<file path="config.mk">
export PLATFORM = sky130hd
export DESIGN_NAME = voxel_cube_vertex_emitter
export DESIGN_NICKNAME = d
export VERILOG_FILES = /design/src/sv/vcve_pkg.sv /design/src/sv/vcve_front.sv /design/src/sv/vcve_job_queue.sv /design/src/sv/vcve_back.sv /design/src/sv/voxel_cube_vertex_emitter.sv
export SDC_FILE = /design/constraint.sdc
export NUM_CORES = 2
export LEC_CHECK = 0
export ABC_AREA = 0
export BUFFER_PORTS_ARGS = -buffer_cell sky130_fd_sc_hd__buf_2
export CORE_ASPECT_RATIO = 1.4
export CORE_MARGIN = 5
export CORE_UTILIZATION = 48
export DETAILED_ROUTE_END_ITERATION = 10
export GPL_TIMING_DRIVEN = 0
export HOLD_SLACK_MARGIN = 0.05
export PLACE_DENSITY = 0.62
export SLEW_MARGIN = 5
export SYNTH_ARGS = -nofsm -noshare
export SYNTH_HDL_FRONTEND = slang
export SYNTH_HIERARCHICAL = 1
export SYNTH_SLANG_ARGS = --single-unit
</file>
<file path="constraint.sdc">
create_clock -name i_clk -period 14.3 [get_ports i_clk]
set_clock_uncertainty 0.2 [all_clocks]
set_input_delay 0.715 -clock i_clk [delete_from_list [all_inputs] [get_ports i_clk]]
set_output_delay 0.715 -clock i_clk [all_outputs]
set_load 0.005 [all_outputs]
</file>
<file path="src/sv/vcve_pkg.sv">
// ----------------------------------------------------------------------------
// vcve_pkg
// Shared types, constants and face tables for the voxel cube vertex emitter.
// ----------------------------------------------------------------------------
package vcve_pkg;

    // Field widths fixed by the interface.
    localparam int COORD_W     = 32;
    localparam int SIZE_W      = 31;
    localparam int COUNT_W     = 32;
    localparam int NORM_W      = 2;
    localparam int CFG_INDEX_W = 8;
    localparam int CFG_DATA_W  = 32;

    // Cube geometry.
    localparam int FACES_PER_VOXEL = 6;
    localparam int VERTS_PER_FACE  = 6;
    localparam int FACE_W          = $clog2(FACES_PER_VOXEL);
    localparam int VERT_W          = $clog2(VERTS_PER_FACE);

    // Job queue between front and back.
    localparam int QUEUE_DEPTH = 2;

    // Configuration register indexes.
    localparam logic [CFG_INDEX_W-1:0] CFG_VOXEL_SIZE = CFG_INDEX_W'(0);
    localparam logic [CFG_INDEX_W-1:0] CFG_ORIGIN_X   = CFG_INDEX_W'(1);
    localparam logic [CFG_INDEX_W-1:0] CFG_ORIGIN_Y   = CFG_INDEX_W'(2);
    localparam logic [CFG_INDEX_W-1:0] CFG_ORIGIN_Z   = CFG_INDEX_W'(3);

    // Normal component codes.
    localparam logic signed [NORM_W-1:0] NORM_ZERO = 2'sb00;
    localparam logic signed [NORM_W-1:0] NORM_POS  = 2'sb01;
    localparam logic signed [NORM_W-1:0] NORM_NEG  = 2'sb11;

    // One classified voxel: the low and high plane of each axis, saturated.
    typedef struct packed {
        logic signed [COORD_W-1:0] x_lo;
        logic signed [COORD_W-1:0] x_hi;
        logic signed [COORD_W-1:0] y_lo;
        logic signed [COORD_W-1:0] y_hi;
        logic signed [COORD_W-1:0] z_lo;
        logic signed [COORD_W-1:0] z_hi;
        logic                      second;
    } t_voxel_job;

    typedef struct packed {
        logic signed [NORM_W-1:0] x;
        logic signed [NORM_W-1:0] y;
        logic signed [NORM_W-1:0] z;
    } t_normal;

    // Corner codes of a face, slot 0 in the low bits.
    // Corner code: bit 0 = x high side, bit 1 = y high side, bit 2 = z high side.
    function automatic logic [2:0] face_corner(input logic [FACE_W-1:0] face,
                                               input logic [1:0] slot);
        logic [11:0] row;
        case (face)
            3'd0:    row = {3'd3, 3'd2, 3'd0, 3'd1};  // -z
            3'd1:    row = {3'd7, 3'd6, 3'd2, 3'd3};  // +y
            3'd2:    row = {3'd7, 3'd3, 3'd1, 3'd5};  // +x
            3'd3:    row = {3'd2, 3'd6, 3'd4, 3'd0};  // -x
            3'd4:    row = {3'd1, 3'd0, 3'd4, 3'd5};  // -y
            3'd5:    row = {3'd6, 3'd7, 3'd5, 3'd4};  // +z
            default: row = '0;
        endcase
        return row[slot*3 +: 3];
    endfunction

    // Two triangles per face, over corners 0,1,2 and 0,2,3.
    function automatic logic [1:0] tri_slot(input logic [VERT_W-1:0] vert);
        logic [1:0] slot;
        case (vert)
            3'd0:    slot = 2'd0;
            3'd1:    slot = 2'd1;
            3'd2:    slot = 2'd2;
            3'd3:    slot = 2'd0;
            3'd4:    slot = 2'd2;
            3'd5:    slot = 2'd3;
            default: slot = 2'd0;
        endcase
        return slot;
    endfunction

    // Outward normal of each face.
    function automatic t_normal face_normal(input logic [FACE_W-1:0] face);
        t_normal n;
        n = '{x: NORM_ZERO, y: NORM_ZERO, z: NORM_ZERO};
        case (face)
            3'd0:    n.z = NORM_NEG;
            3'd1:    n.y = NORM_POS;
            3'd2:    n.x = NORM_POS;
            3'd3:    n.x = NORM_NEG;
            3'd4:    n.y = NORM_NEG;
            3'd5:    n.z = NORM_POS;
            default: n = '{x: NORM_ZERO, y: NORM_ZERO, z: NORM_ZERO};
        endcase
        return n;
    endfunction

endpackage

</file>
<file path="src/sv/vcve_front.sv">
// ----------------------------------------------------------------------------
// vcve_front
// Holds the configuration registers, accepts voxel transactions and computes
// the saturated low and high plane of each axis in a short pipeline.
// ----------------------------------------------------------------------------
module vcve_front #(
    parameter int INDEX_BITS = 10,
    parameter int FRAC_BITS  = 16
) (
    input  logic                                i_clk,
    input  logic                                i_rst_n,
    // Configuration writes
    input  logic                                i_cfg_valid,
    input  logic [vcve_pkg::CFG_INDEX_W-1:0]    i_cfg_index,
    input  logic [vcve_pkg::CFG_DATA_W-1:0]     i_cfg_data,
    // Voxel input
    input  logic                                i_valid,
    output logic                                o_ready,
    input  logic [INDEX_BITS-1:0]               i_voxel_x,
    input  logic [INDEX_BITS-1:0]               i_voxel_y,
    input  logic [INDEX_BITS-1:0]               i_voxel_z,
    input  logic                                i_component_sel,
    // Classified job toward the queue
    output logic                                o_job_valid,
    input  logic                                i_job_ready,
    output vcve_pkg::t_voxel_job                o_job
);
    import vcve_pkg::*;

    localparam int PROD_W = SIZE_W + INDEX_BITS;
    localparam int SUM_W  = PROD_W + 2;
    localparam logic [SIZE_W-1:0] SIZE_RESET = SIZE_W'(1) << FRAC_BITS;

    // Configuration registers.
    logic [SIZE_W-1:0]         r_voxel_size;
    logic signed [COORD_W-1:0] r_origin_x;
    logic signed [COORD_W-1:0] r_origin_y;
    logic signed [COORD_W-1:0] r_origin_z;

    always_ff @(posedge i_clk) begin
        if (!i_rst_n) begin
            r_voxel_size <= SIZE_RESET;
            r_origin_x   <= '0;
            r_origin_y   <= '0;
            r_origin_z   <= '0;
        end else if (i_cfg_valid) begin
            case (i_cfg_index)
                CFG_VOXEL_SIZE: r_voxel_size <= i_cfg_data[SIZE_W-1:0];
                CFG_ORIGIN_X:   r_origin_x   <= i_cfg_data;
                CFG_ORIGIN_Y:   r_origin_y   <= i_cfg_data;
                CFG_ORIGIN_Z:   r_origin_z   <= i_cfg_data;
                default: ;
            endcase
        end
    end

    // Pipeline control: a stage advances when the one after it has room.
    logic r_s1_valid;
    logic r_s2_valid;
    logic w_s2_adv;
    logic w_s1_adv;
    logic w_in_adv;

    assign w_s2_adv    = r_s2_valid && i_job_ready;
    assign w_s1_adv    = r_s1_valid && (!r_s2_valid || w_s2_adv);
    assign o_ready     = !r_s1_valid || w_s1_adv;
    assign w_in_adv    = i_valid && o_ready;
    assign o_job_valid = r_s2_valid;

    always_ff @(posedge i_clk) begin
        if (!i_rst_n) begin
            r_s1_valid <= 1'b0;
            r_s2_valid <= 1'b0;
        end else begin
            if (o_ready) begin
                r_s1_valid <= i_valid;
            end
            if (!r_s2_valid || w_s2_adv) begin
                r_s2_valid <= r_s1_valid;
            end
        end
    end

    // Stage 1: size times index on each axis.
    logic [PROD_W-1:0] r_s1_prod_x;
    logic [PROD_W-1:0] r_s1_prod_y;
    logic [PROD_W-1:0] r_s1_prod_z;
    logic              r_s1_sel;

    always_ff @(posedge i_clk) begin
        if (w_in_adv) begin
            r_s1_prod_x <= PROD_W'(r_voxel_size) * PROD_W'(i_voxel_x);
            r_s1_prod_y <= PROD_W'(r_voxel_size) * PROD_W'(i_voxel_y);
            r_s1_prod_z <= PROD_W'(r_voxel_size) * PROD_W'(i_voxel_z);
            r_s1_sel    <= i_component_sel;
        end
    end

    // Stage 2: exact low and high sums with the origin.
    logic signed [SUM_W-1:0] w_size_ext;
    logic signed [SUM_W-1:0] n_lo_x, n_lo_y, n_lo_z;
    logic signed [SUM_W-1:0] n_hi_x, n_hi_y, n_hi_z;
    logic signed [SUM_W-1:0] r_s2_lo_x, r_s2_lo_y, r_s2_lo_z;
    logic signed [SUM_W-1:0] r_s2_hi_x, r_s2_hi_y, r_s2_hi_z;
    logic                    r_s2_sel;

    assign w_size_ext = {{(SUM_W-SIZE_W){1'b0}}, r_voxel_size};

    always_comb begin
        n_lo_x = {{(SUM_W-COORD_W){r_origin_x[COORD_W-1]}}, r_origin_x}
               + {{(SUM_W-PROD_W){1'b0}}, r_s1_prod_x};
        n_lo_y = {{(SUM_W-COORD_W){r_origin_y[COORD_W-1]}}, r_origin_y}
               + {{(SUM_W-PROD_W){1'b0}}, r_s1_prod_y};
        n_lo_z = {{(SUM_W-COORD_W){r_origin_z[COORD_W-1]}}, r_origin_z}
               + {{(SUM_W-PROD_W){1'b0}}, r_s1_prod_z};
        n_hi_x = n_lo_x + w_size_ext;
        n_hi_y = n_lo_y + w_size_ext;
        n_hi_z = n_lo_z + w_size_ext;
    end

    always_ff @(posedge i_clk) begin
        if (w_s1_adv) begin
            r_s2_lo_x <= n_lo_x;
            r_s2_lo_y <= n_lo_y;
            r_s2_lo_z <= n_lo_z;
            r_s2_hi_x <= n_hi_x;
            r_s2_hi_y <= n_hi_y;
            r_s2_hi_z <= n_hi_z;
            r_s2_sel  <= r_s1_sel;
        end
    end

    // Clamp an exact sum to the signed 32-bit range.
    function automatic logic signed [COORD_W-1:0] saturate(
        input logic signed [SUM_W-1:0] v
    );
        logic [SUM_W-COORD_W:0] top;
        logic signed [COORD_W-1:0] res;
        top = v[SUM_W-1:COORD_W-1];
        if ((top == '0) || (top == '1)) begin
            res = v[COORD_W-1:0];
        end else if (v[SUM_W-1]) begin
            res = {1'b1, {(COORD_W-1){1'b0}}};
        end else begin
            res = {1'b0, {(COORD_W-1){1'b1}}};
        end
        return res;
    endfunction

    // Job leaving the front, saturated on the way into the queue.
    always_comb begin
        o_job.x_lo   = saturate(r_s2_lo_x);
        o_job.x_hi   = saturate(r_s2_hi_x);
        o_job.y_lo   = saturate(r_s2_lo_y);
        o_job.y_hi   = saturate(r_s2_hi_y);
        o_job.z_lo   = saturate(r_s2_lo_z);
        o_job.z_hi   = saturate(r_s2_hi_z);
        o_job.second = r_s2_sel;
    end

endmodule

</file>
<file path="src/sv/vcve_job_queue.sv">
// ----------------------------------------------------------------------------
// vcve_job_queue
// Short first-in first-out queue of classified voxel jobs between the front
// and the vertex sequencer.
// ----------------------------------------------------------------------------
module vcve_job_queue (
    input  logic                 i_clk,
    input  logic                 i_rst_n,
    input  logic                 i_push_valid,
    output logic                 o_push_ready,
    input  vcve_pkg::t_voxel_job i_push_job,
    output logic                 o_pop_valid,
    input  logic                 i_pop_ready,
    output vcve_pkg::t_voxel_job o_pop_job
);
    import vcve_pkg::*;

    localparam int PTR_W = $clog2(QUEUE_DEPTH);
    localparam int CNT_W = $clog2(QUEUE_DEPTH + 1);

    t_voxel_job       r_entry [QUEUE_DEPTH];
    logic [PTR_W-1:0] r_wr_ptr;
    logic [PTR_W-1:0] r_rd_ptr;
    logic [CNT_W-1:0] r_fill;
    logic             w_push;
    logic             w_pop;

    assign o_push_ready = (r_fill != CNT_W'(QUEUE_DEPTH));
    assign o_pop_valid  = (r_fill != '0);
    assign w_push       = i_push_valid && o_push_ready;
    assign w_pop        = o_pop_valid && i_pop_ready;
    assign o_pop_job    = r_entry[r_rd_ptr];

    // Pointers and fill level.
    always_ff @(posedge i_clk) begin
        if (!i_rst_n) begin
            r_wr_ptr <= '0;
            r_rd_ptr <= '0;
            r_fill   <= '0;
        end else begin
            if (w_push) begin
                r_wr_ptr <= (r_wr_ptr == PTR_W'(QUEUE_DEPTH - 1)) ? '0 : r_wr_ptr + 1'b1;
            end
            if (w_pop) begin
                r_rd_ptr <= (r_rd_ptr == PTR_W'(QUEUE_DEPTH - 1)) ? '0 : r_rd_ptr + 1'b1;
            end
            case ({w_push, w_pop})
                2'b10:   r_fill <= r_fill + 1'b1;
                2'b01:   r_fill <= r_fill - 1'b1;
                default: r_fill <= r_fill;
            endcase
        end
    end

    // Entry storage.
    always_ff @(posedge i_clk) begin
        if (w_push) begin
            r_entry[r_wr_ptr] <= i_push_job;
        end
    end

endmodule

</file>
<file path="src/sv/vcve_back.sv">
// ----------------------------------------------------------------------------
// vcve_back
// Vertex sequencer: walks the six faces and six triangle corners of the job
// at the head of the queue and, unless stalled, loads one vertex per cycle
// into the output register and keeps the running vertex count per component.
// ----------------------------------------------------------------------------
module vcve_back (
    input  logic                                i_clk,
    input  logic                                i_rst_n,
    // Job from the queue
    input  logic                                i_job_valid,
    output logic                                o_job_pop,
    input  vcve_pkg::t_voxel_job                i_job,
    // Vertex output
    output logic                                o_valid,
    input  logic                                i_ready,
    output logic signed [vcve_pkg::COORD_W-1:0] o_pos_x,
    output logic signed [vcve_pkg::COORD_W-1:0] o_pos_y,
    output logic signed [vcve_pkg::COORD_W-1:0] o_pos_z,
    output logic signed [vcve_pkg::NORM_W-1:0]  o_normal_x,
    output logic signed [vcve_pkg::NORM_W-1:0]  o_normal_y,
    output logic signed [vcve_pkg::NORM_W-1:0]  o_normal_z,
    output logic [vcve_pkg::COUNT_W-1:0]        o_vertex_total,
    output logic                                o_last_vertex
);
    import vcve_pkg::*;

    logic [FACE_W-1:0]  r_face;
    logic [VERT_W-1:0]  r_vert;
    logic [COUNT_W-1:0] r_comp_count [2];
    logic               r_out_valid;
    logic               w_load;
    logic               w_face_end;
    logic               w_job_end;
    logic [2:0]         w_corner;
    t_normal            w_normal;
    logic [COUNT_W-1:0] n_count;

    // A vertex is loaded whenever a job is waiting and the output register is free or draining.
    assign w_load     = i_job_valid && (!r_out_valid || i_ready);
    assign w_face_end = (r_vert == VERT_W'(VERTS_PER_FACE - 1));
    assign w_job_end  = w_face_end && (r_face == FACE_W'(FACES_PER_VOXEL - 1));
    assign o_job_pop  = w_load && w_job_end;
    assign o_valid    = r_out_valid;

    assign w_corner = face_corner(r_face, tri_slot(r_vert));
    assign w_normal = face_normal(r_face);
    assign n_count  = r_comp_count[i_job.second] + 1'b1;

    // Face and corner counters, component counts and output valid.
    always_ff @(posedge i_clk) begin
        if (!i_rst_n) begin
            r_face          <= '0;
            r_vert          <= '0;
            r_comp_count[0] <= '0;
            r_comp_count[1] <= '0;
            r_out_valid     <= 1'b0;
        end else begin
            if (w_load) begin
                r_out_valid <= 1'b1;
                r_comp_count[i_job.second] <= n_count;
                if (w_face_end) begin
                    r_vert <= '0;
                    r_face <= w_job_end ? '0 : r_face + 1'b1;
                end else begin
                    r_vert <= r_vert + 1'b1;
                end
            end else if (i_ready) begin
                r_out_valid <= 1'b0;
            end
        end
    end

    // Output payload register.
    always_ff @(posedge i_clk) begin
        if (w_load) begin
            o_pos_x        <= w_corner[0] ? i_job.x_hi : i_job.x_lo;
            o_pos_y        <= w_corner[1] ? i_job.y_hi : i_job.y_lo;
            o_pos_z        <= w_corner[2] ? i_job.z_hi : i_job.z_lo;
            o_normal_x     <= w_normal.x;
            o_normal_y     <= w_normal.y;
            o_normal_z     <= w_normal.z;
            o_vertex_total <= n_count;
            o_last_vertex  <= w_job_end;
        end
    end

endmodule

</file>
<file path="src/sv/voxel_cube_vertex_emitter.sv">
// ----------------------------------------------------------------------------
// voxel_cube_vertex_emitter
// For each voxel transaction, emits the 36 vertices of the voxel's cube.
// ----------------------------------------------------------------------------
// Each accepted voxel yields 36 vertex transactions (faces -z, +y, +x, -x,
// -y, +z, two triangles each), carrying position, face normal and the
// running vertex count of the selected component. The vertex sequencer
// produces one vertex per cycle while a job is queued and the output is not
// held off, and successive voxels follow with no gap. The front computes the
// plane positions in its product and sum stages and a two-entry job queue
// lets it take new voxels while the sequencer is still busy. Configuration
// writes are always taken, but must only be issued while the block is idle.
// ----------------------------------------------------------------------------
module voxel_cube_vertex_emitter #(
    parameter int INDEX_BITS = 10,
    parameter int FRAC_BITS  = 16
) (
    input  logic                                i_clk,
    input  logic                                i_rst_n,
    // Configuration write channel
    input  logic                                i_cfg_valid,
    output logic                                o_cfg_ready,
    input  logic [vcve_pkg::CFG_INDEX_W-1:0]    i_cfg_index,
    input  logic [vcve_pkg::CFG_DATA_W-1:0]     i_cfg_data,
    // Voxel input channel
    input  logic                                i_valid,
    output logic                                o_ready,
    input  logic [INDEX_BITS-1:0]               i_voxel_x,
    input  logic [INDEX_BITS-1:0]               i_voxel_y,
    input  logic [INDEX_BITS-1:0]               i_voxel_z,
    input  logic                                i_component_sel,
    // Vertex output channel
    output logic                                o_valid,
    input  logic                                i_ready,
    output logic signed [vcve_pkg::COORD_W-1:0] o_pos_x,
    output logic signed [vcve_pkg::COORD_W-1:0] o_pos_y,
    output logic signed [vcve_pkg::COORD_W-1:0] o_pos_z,
    output logic signed [vcve_pkg::NORM_W-1:0]  o_normal_x,
    output logic signed [vcve_pkg::NORM_W-1:0]  o_normal_y,
    output logic signed [vcve_pkg::NORM_W-1:0]  o_normal_z,
    output logic [vcve_pkg::COUNT_W-1:0]        o_vertex_total,
    output logic                                o_last_vertex
);
    import vcve_pkg::*;

    logic       w_front_valid;
    logic       w_front_ready;
    t_voxel_job w_front_job;
    logic       w_queue_valid;
    logic       w_queue_pop;
    t_voxel_job w_queue_job;

    // Register writes never stall.
    assign o_cfg_ready = 1'b1;

    // Front: configuration and plane computation.
    vcve_front #(
        .INDEX_BITS (INDEX_BITS),
        .FRAC_BITS  (FRAC_BITS)
    ) u_front (
        .i_clk           (i_clk),
        .i_rst_n         (i_rst_n),
        .i_cfg_valid     (i_cfg_valid),
        .i_cfg_index     (i_cfg_index),
        .i_cfg_data      (i_cfg_data),
        .i_valid         (i_valid),
        .o_ready         (o_ready),
        .i_voxel_x       (i_voxel_x),
        .i_voxel_y       (i_voxel_y),
        .i_voxel_z       (i_voxel_z),
        .i_component_sel (i_component_sel),
        .o_job_valid     (w_front_valid),
        .i_job_ready     (w_front_ready),
        .o_job           (w_front_job)
    );

    // Job queue between the two halves.
    vcve_job_queue u_queue (
        .i_clk        (i_clk),
        .i_rst_n      (i_rst_n),
        .i_push_valid (w_front_valid),
        .o_push_ready (w_front_ready),
        .i_push_job   (w_front_job),
        .o_pop_valid  (w_queue_valid),
        .i_pop_ready  (w_queue_pop),
        .o_pop_job    (w_queue_job)
    );

    // Back: vertex sequencer and output register.
    vcve_back u_back (
        .i_clk          (i_clk),
        .i_rst_n        (i_rst_n),
        .i_job_valid    (w_queue_valid),
        .o_job_pop      (w_queue_pop),
        .i_job          (w_queue_job),
        .o_valid        (o_valid),
        .i_ready        (i_ready),
        .o_pos_x        (o_pos_x),
        .o_pos_y        (o_pos_y),
        .o_pos_z        (o_pos_z),
        .o_normal_x     (o_normal_x),
        .o_normal_y     (o_normal_y),
        .o_normal_z     (o_normal_z),
        .o_vertex_total (o_vertex_total),
        .o_last_vertex  (o_last_vertex)
    );

endmodule

</file>
=== Word level (Yosys, flattened, before mapping) ===
Memories as Yosys holds them, arrays and structs flattened. A register that Yosys moved wholly into a read port is not among the register bits.
Cells that the tools add are included.
W data, S select, Z words.

* Add/subtract/negate cells: 13
* Reduce and logical (&&, ||, !) cells: 37
* $mul: 4
* Muxes and demuxes: 38
* Shifts and indexed selects: 1
* Equality and inequality tests: 21

{| class="wikitable"
|+ Operators with widths
! kind !! count
|-
| $mux W32 || 16
|-
| $add A32 B42 Y43 || 3
|-
| $add A43 B32 Y43 || 3
|-
| $mul A31 B10 Y41 || 3
|-
| $eq A12 B12 Y1 const B || 6
|-
| $logic_not A12 Y1 || 6
|-
| $pmux W12 S6 || 1
|-
| $add A32 B1 Y32 const B || 1
|-
| $reduce_or A32 Y1 || 1
|-
| $eq A8 B2 Y1 const B || 2
|-
| $pmux W2 S2 || 4
|-
| $mux W1 || 14
|-
| $eq A3 B3 Y1 const B || 4
|-
| $shiftx A12 B5 Y3 || 1
|-
| $reduce_and A2 Y1 || 5
|-
| $eq A3 B2 Y1 const B || 3
|-
| $logic_or A1 B1 Y1 || 9
|-
| $eq A8 B1 Y1 const B || 1
|-
| $logic_not A8 Y1 || 1
|-
| $logic_and A1 B1 Y1 || 7
|-
| $add A3 B1 Y3 const B || 2
|-
| $eq A3 B1 Y1 const B || 2
|-
| $mux W3 || 2
|-
| $pmux W2 S3 || 1
|-
| other kinds (11) || 16
|}

* Register bits after elaboration: 658
* Output and inout port bits: 138
* Memories kept: 2
* Input bits: 76
* RAM bits: 450

{| class="wikitable"
|+ Memories
! name !! words !! width !! read ports !! clocked after Yosys merged registers in !! write ports !! RTL line !! text
|-
| u_queue.r_entry || 2 || 193 || 1 || 1 || 1 || vcve_job_queue.sv:21 || <nowiki>t_voxel_job r_entry [QUEUE_DEPTH];</nowiki>
|-
| u_back.r_comp_count || 2 || 32 || 1 || 0 || 2 || vcve_back.sv:30 || <nowiki>logic [COUNT_W-1:0] r_comp_count [2];</nowiki>
|}

=== Longest topological paths before layout ===
* Depth after elaboration: 8
* Depth in mapped cells: 24
* Gate-level depth less buffers: 24

=== Cells and area by module ===
Netlist, hierarchy kept.

{| class="wikitable"
|+ Modules (own cells, without submodules)
! module !! sequential area each (µm²) !! area an instance (µm²) !! cells an instance !! instances
|-
| vcve_front || 14083.5 || 58756.4 || 6379 || 1
|-
| vcve_job_queue || 11691.2 || 14147.3 || 624 || 1
|-
| vcve_back || 6115.9 || 9688.0 || 708 || 1
|-
| voxel_cube_vertex_emitter || 0.0 || 11.3 || 2 || 1
|}

=== Worst setup path after synthesis ===
No wires, ideal clock.

* Path type: register to register
* Start point: register u_queue.r_fill[0]
* End point: register u_front.r_s2_hi_x[0], enable pin
* Required time: 13185 ps
* Stages on the path, launching flop included: 4
* Arrival: 12083 ps
* Path slack: 1102 ps
* Library setup time: 915 ps
* Path buffers: 0
* Cell sequence: dfxtp_1 > nand2b_1 > nor2b_1 > nor2b_1

* Word-level cells in the longest chain between the ends: 4

{| class="wikitable"
|+ Ends and longest elaborated chain
! item !! RTL line !! text
|-
| from (decl) || vcve_job_queue.sv:24 || <nowiki>logic [CNT_W-1:0] r_fill;</nowiki>
|-
| from (signal assigned) || vcve_job_queue.sv:48 || <nowiki>2'b10: r_fill <= r_fill + 1'b1;</nowiki>
|-
| from (signal assigned) || vcve_job_queue.sv:49 || <nowiki>2'b01: r_fill <= r_fill - 1'b1;</nowiki>
|-
| from (signal assigned) || vcve_job_queue.sv:50 || <nowiki>default: r_fill <= r_fill;</nowiki>
|-
| $ne A2 B2 Y1 || vcve_job_queue.sv:28 || <nowiki>assign o_push_ready = (r_fill != CNT_W'(QUEUE_DEPTH));</nowiki>
|-
| net w_front_ready || voxel_cube_vertex_emitter.sv:47 || <nowiki>logic w_front_ready;</nowiki>
|-
| $logic_and A1 B1 Y1 || vcve_front.sv:64 || <nowiki>assign w_s2_adv = r_s2_valid && i_job_ready;</nowiki>
|-
| $logic_or A1 B1 Y1 || vcve_front.sv:65 || <nowiki>assign w_s1_adv = r_s1_valid && (!r_s2_valid || w_s2_adv);</nowiki>
|-
| $logic_and A1 B1 Y1 || vcve_front.sv:65 ||
|-
| net u_front.w_s1_adv || vcve_front.sv:61 || <nowiki>logic w_s1_adv;</nowiki>
|-
| to (signal assigned) || vcve_front.sv:126 || <nowiki>r_s2_hi_x <= n_hi_x;</nowiki>
|-
| to (decl) || vcve_front.sv:104 || <nowiki>logic signed [SUM_W-1:0] r_s2_hi_x, r_s2_hi_y, r_s2_hi_z;</nowiki>
|}

The timed path passes the listed nets, and every way through them passes these cells.
A chain may end at the register's enable or synchronous reset.

=== Worst setup path after layout ===
* Start point: register u_front.r_voxel_size[10]
* End point: register u_front.r_s1_prod_x[39], data pin

* Word-level cells in the longest chain between the ends: 1

{| class="wikitable"
|+ Ends and longest elaborated chain
! item !! RTL line !! text
|-
| from (decl) || vcve_front.sv:35 || <nowiki>logic [SIZE_W-1:0] r_voxel_size;</nowiki>
|-
| from (signal assigned) || vcve_front.sv:48 || <nowiki>CFG_VOXEL_SIZE: r_voxel_size <= i_cfg_data[SIZE_W-1:0];</nowiki>
|-
| $mul A31 B10 Y41 || vcve_front.sv:92 || <nowiki>r_s1_prod_x <= PROD_W'(r_voxel_size) * PROD_W'(i_voxel_x);</nowiki>
|-
| to (signal assigned) || vcve_front.sv:92 ||
|-
| to (decl) || vcve_front.sv:85 || <nowiki>logic [PROD_W-1:0] r_s1_prod_x;</nowiki>
|}

Every way passes these cells.

==> reports/summary.md <==
The tightest hold path in the finished design has a slack of 0.116 ns. Count of nets left with antenna violations after detail routing: 0. The logs give 6 for the number of warnings issued by yosys and 0.0000910 V for the maximum vdd drop.

For the number of buffers between clock root and the deepest sink, the log shows 3. The worst hold path passes through 3 cells. Max-cap check violation count: 0.

Of the cells placed in the final design, the portion with a size suffix greater than 1 is 9.86%. Of all nets on the critical path, the largest fanout is 10. The logs give 0 ns for the sum of negative setup slack and 0.71 ns for the source-to-sink clock delay at the later pin of the worst-skew pair. The layout has 15,433 filler cells.

After detailed routing, the number of remaining DRC violations is 0. In this design, the stage delay of the slowest critical-path cell is 1.12 ns. The number of clock buffers added by TritonCTS is 102. The netlist uses 118 different library cells. The cell occurring most often along the worst timing path was fa_1. The placed wire-length estimate is 191,000 um. Of the synthesized area, sequential elements account for 38.6%. The flow ran to the end, and the final reports show no timing, DRC or antenna violations. The sequential cell area is 31,900 um2, and the final setup violation count is 0.

The average routed wire per standard cell was 22.9 um. For the finished layout, the period the worst path requires is 8.82 ns. After synthesis the cells add up to 82,600 um2.

In this run the worst hold path is classified as input pin to flop. The async set-reset flop share out of synthesis was 0%; the number of nets produced by synthesis was 8,939. The arrival time at the worst endpoint came out at 9.04 ns. Entering global routing, the biggest net connects 98 pins. The average cell area after synthesis is 10.7 um2.

STA classifies the critical path endpoint as a flop. Setup repair after global routing left no endpoint under its margin. Post-synthesis to final-layout area growth: 9.43%.

Traced cell by cell, the critical path runs through clkbuf_1 > nand2_1 > fa_1 > inv_1 > fa_1 > fa_1 > fa_1 > inv_1 > fa_1 > inv_1 > ha_1 > o21a_1 > o211ai_1 > and3b_1 > nor3_1 > o211ai_1 > a311oi_1 > a311oi_1 > o31a_1 > o311ai_1 > a31oi_1 > xnor2_1. The total power density per cell area came out at 75.9 nW/um2. Most common cell in the synthesized netlist: nand2_1. Pin placement for this block handled 214 I/O pins. During placement, the flow inserted port buffers numbering 212.

In this run, synthesis inferred 968 flip-flops with an integrated enable. Once the floorplan was initialized, standard cells occupied 48.1% of the core. The first detailed-routing pass took 5 iterations. The run gives 361,000 um as the wire length of the first global-routing pass. Clock-pin slew was measured on the worst setup and hold paths at 0.07 ns. The final critical path takes up 61.7% of the cycle. In this run the standard cell core region covers 172,000 um2.

CTS built an H-tree with a depth of 3. The cell type of the slowest stage on the worst timing path was dfxtp_1. The total wire length came out at 239,000 um.

The number of DRC markers in iteration 0 was 4,277; the static leakage was 39.3 nW. The number of antenna violations at the first check in global routing was 46; the number of global-route vias before repair was 59,500. In this run the clock root is driven by a clkbuf_16. The number of vias per cell after detailed routing was 5.56; the slew of the pin with the lowest slew margin was 1.45 ns.

The depth of the worst register-to-register path works out to 22. The run gives 0 as the total congestion overflow after global routing. TritonCTS built the clock tree.

Measured against its own limit, the worst slew margin works out to 3.17%. The number of hold-slack violations in the final timing report was 0. Of all cell types, the one taking the most synthesized area is edfxtp_1. The type of the worst setup path was flop to flop.

In the synthesized netlist, the number of instances is 7,713. After synthesis, the cell types taking the most area are edfxtp_1 (35%), fa_1 (17%), ha_1 (6.9%), nand2_1 (4.9%), mux2_2 (4.0%). Among all flip-flop cells after synthesis, the most frequent one is edfxtp_1.

The number of placement rows is 180, and the overall via count from detail_route is 58,051. Element type at the critical path start: a flop. The total number of clock tree sinks came out at 1,109. Sorting the synthesized cells by how often they occur yields nand2_1 (1,074), edfxtp_1 (968), inv_1 (734). The footprint of the multi-input gates is 46,500 um2. The vertical extent of the die is 501 um, and the fmax is 0.113 GHz.

The global routing usage summed across all routing layers was 26.4%. The synthesis-stage register bit count is 1,109, and the required arrival time at the worst endpoint is 14.52 ns. The congestion estimate from routability-driven global placement came to 0.953.

The die span in x came out at 361 um. The count of pins over their slew limit was 0; the share of the synthesized area in the top cell type was 35.2%. The die area came out at 181,000 um2. The number of nets in the layout came out at 9,275.
-- what timing repair did --
action / in CTS / in global routing
hold buffers: 1 / 0
buffers inserted: 0 / 0
gates resized for setup: 0 / 0
hold endpoints to repair: 1 / 0
-- per-layer routing --
metal	vias up	track usage, %	wire, um	share of wire [%]
met4	10	15.4	16300	6.8
met3	541	4.19	14600	6.1
met5	-	0	61	0.025
met1	28727	31.8	93200	39
met2	1820	44.8	115000	48
li1	26953	-	-	-
-- worst paths after layout --
kind | startpoint | endpoint | slack (ns)
max | u_front/r_voxel_size[10] | u_front/r_s1_prod_x[39] | 5.48
min | i_valid | u_front/r_s1_valid | 0.12
max reg2reg | u_front/r_voxel_size[10] | u_front/r_s1_prod_x[39] | 5.48
min reg2reg | u_front/r_s1_sel | u_front/r_s2_sel | 0.24
-- where the power goes --
part	internal [W]	leakage (nW)	switching, W
Clock	0.00153	1.60	0.00120
Sequential	0.00362	10.2	0.0000396
Combinational	0.000158	27.4	0.000319
-- metrics by stage --
step / cell area [um2] / setup WS, ns / std cells / power [W] / utilization [%]
after CTS: 90300 / 5.57 / 10401 / 0.00693 / 52.6
final: 90400 / 5.48 / 10436 / 0.00686 / 52.7
after floorplan: 82600 / 1.10 / 7713 / 0.00402 / -
after detailed placement: 87000 / 5.62 / 10219 / 0.00420 / 50.7
after global placement: 86500 / -3.05 / 10200 / 0.00421 / 50.4
after global routing: 90300 / 5.18 / 10406 / 0.00711 / 52.6
-- layout make-up --
type	count	area share, %
Multi-Input combinational cell	5495	51.4
Sequential cell	1109	35.3
Tap cell	2275	3.15
Inverter	735	3.06
Clock buffer	119	2.94
Buffer	374	1.69
Timing Repair Buffer	232	1.67
Clock inverter	62	0.711
Antenna cell	35	0.0969
-- registers in the layout (all words and copies together) (netlist names), 3 cells and up, named ones only --
register and count:
u_back/r_vert 3, u_front/r_s2_hi_y 43, u_front/r_s2_lo_x 43, u_front/r_s1_prod_x 41, u_front/r_s2_hi_x 43, u_front/r_s2_lo_z 43, u_front/r_origin_y 32, u_back/o_pos_z 32
u_back/r_face 3, u_front/r_voxel_size 31, u_front/r_s1_prod_y 41, u_front/r_origin_z 32, u_back/o_pos_x 32, u_queue/r_entry 386, u_front/r_s1_prod_z 41, u_front/r_origin_x 32
u_back/r_comp_count 64, u_back/o_vertex_total 32, u_front/r_s2_hi_z 43, u_back/o_pos_y 32, u_front/r_s2_lo_y 43
-- cell families after synthesis --
group	share of synthesized area, %
AO/OA/AOI/OAI	10.5
XOR/XNOR	3.97
adder cells (fa/ha/maj)	23.7
buffers and inverters	5.19
flip-flops	38.6
multiplexers	4.44
other	0.00454
AND/OR/NAND/NOR	13.5
-- critical path, delay by kind of cell, from the launching register on --
family	cells	cell delay, ns
AO/OA/AOI/OAI	8	2.35
XOR/XNOR	1	0.45
adder cells (fa/ha/maj)	6	2.96
buffers and inverters	4	0.92
flip-flops	1	1.12
AND/OR/NAND/NOR	3	0.54
-- cell usage in the layout (no fill, tap or decap), types with 16 or more instances in the layout --
cell type / instances
or3_1: 36
clkbuf_16: 103
a21o_1: 186
nand2_1: 1072
o21ai_0: 335
dfxtp_1: 141
edfxtp_1: 968
fa_1: 696
and2_1: 511
and3_1: 31
a211oi_1: 23
nand3_1: 97
a21boi_0: 135
nand4_1: 64
o21bai_1: 42
o21a_1: 61
buf_2: 227
clkinv_1: 20
mux2i_1: 36
a31oi_1: 36
mux2_2: 294
nand2b_1: 47
nor2_1: 237
clkinv_2: 17
inv_1: 733
nor2b_1: 38
nor4_1: 30
a21oi_1: 319
diode_2: 35
o211ai_1: 16
xnor2_1: 241
nor3_1: 70
ha_1: 454
clkbuf_1: 346
xor2_1: 125
buf_4: 19
No activity file was read; power rests on OpenSTA's default activity.
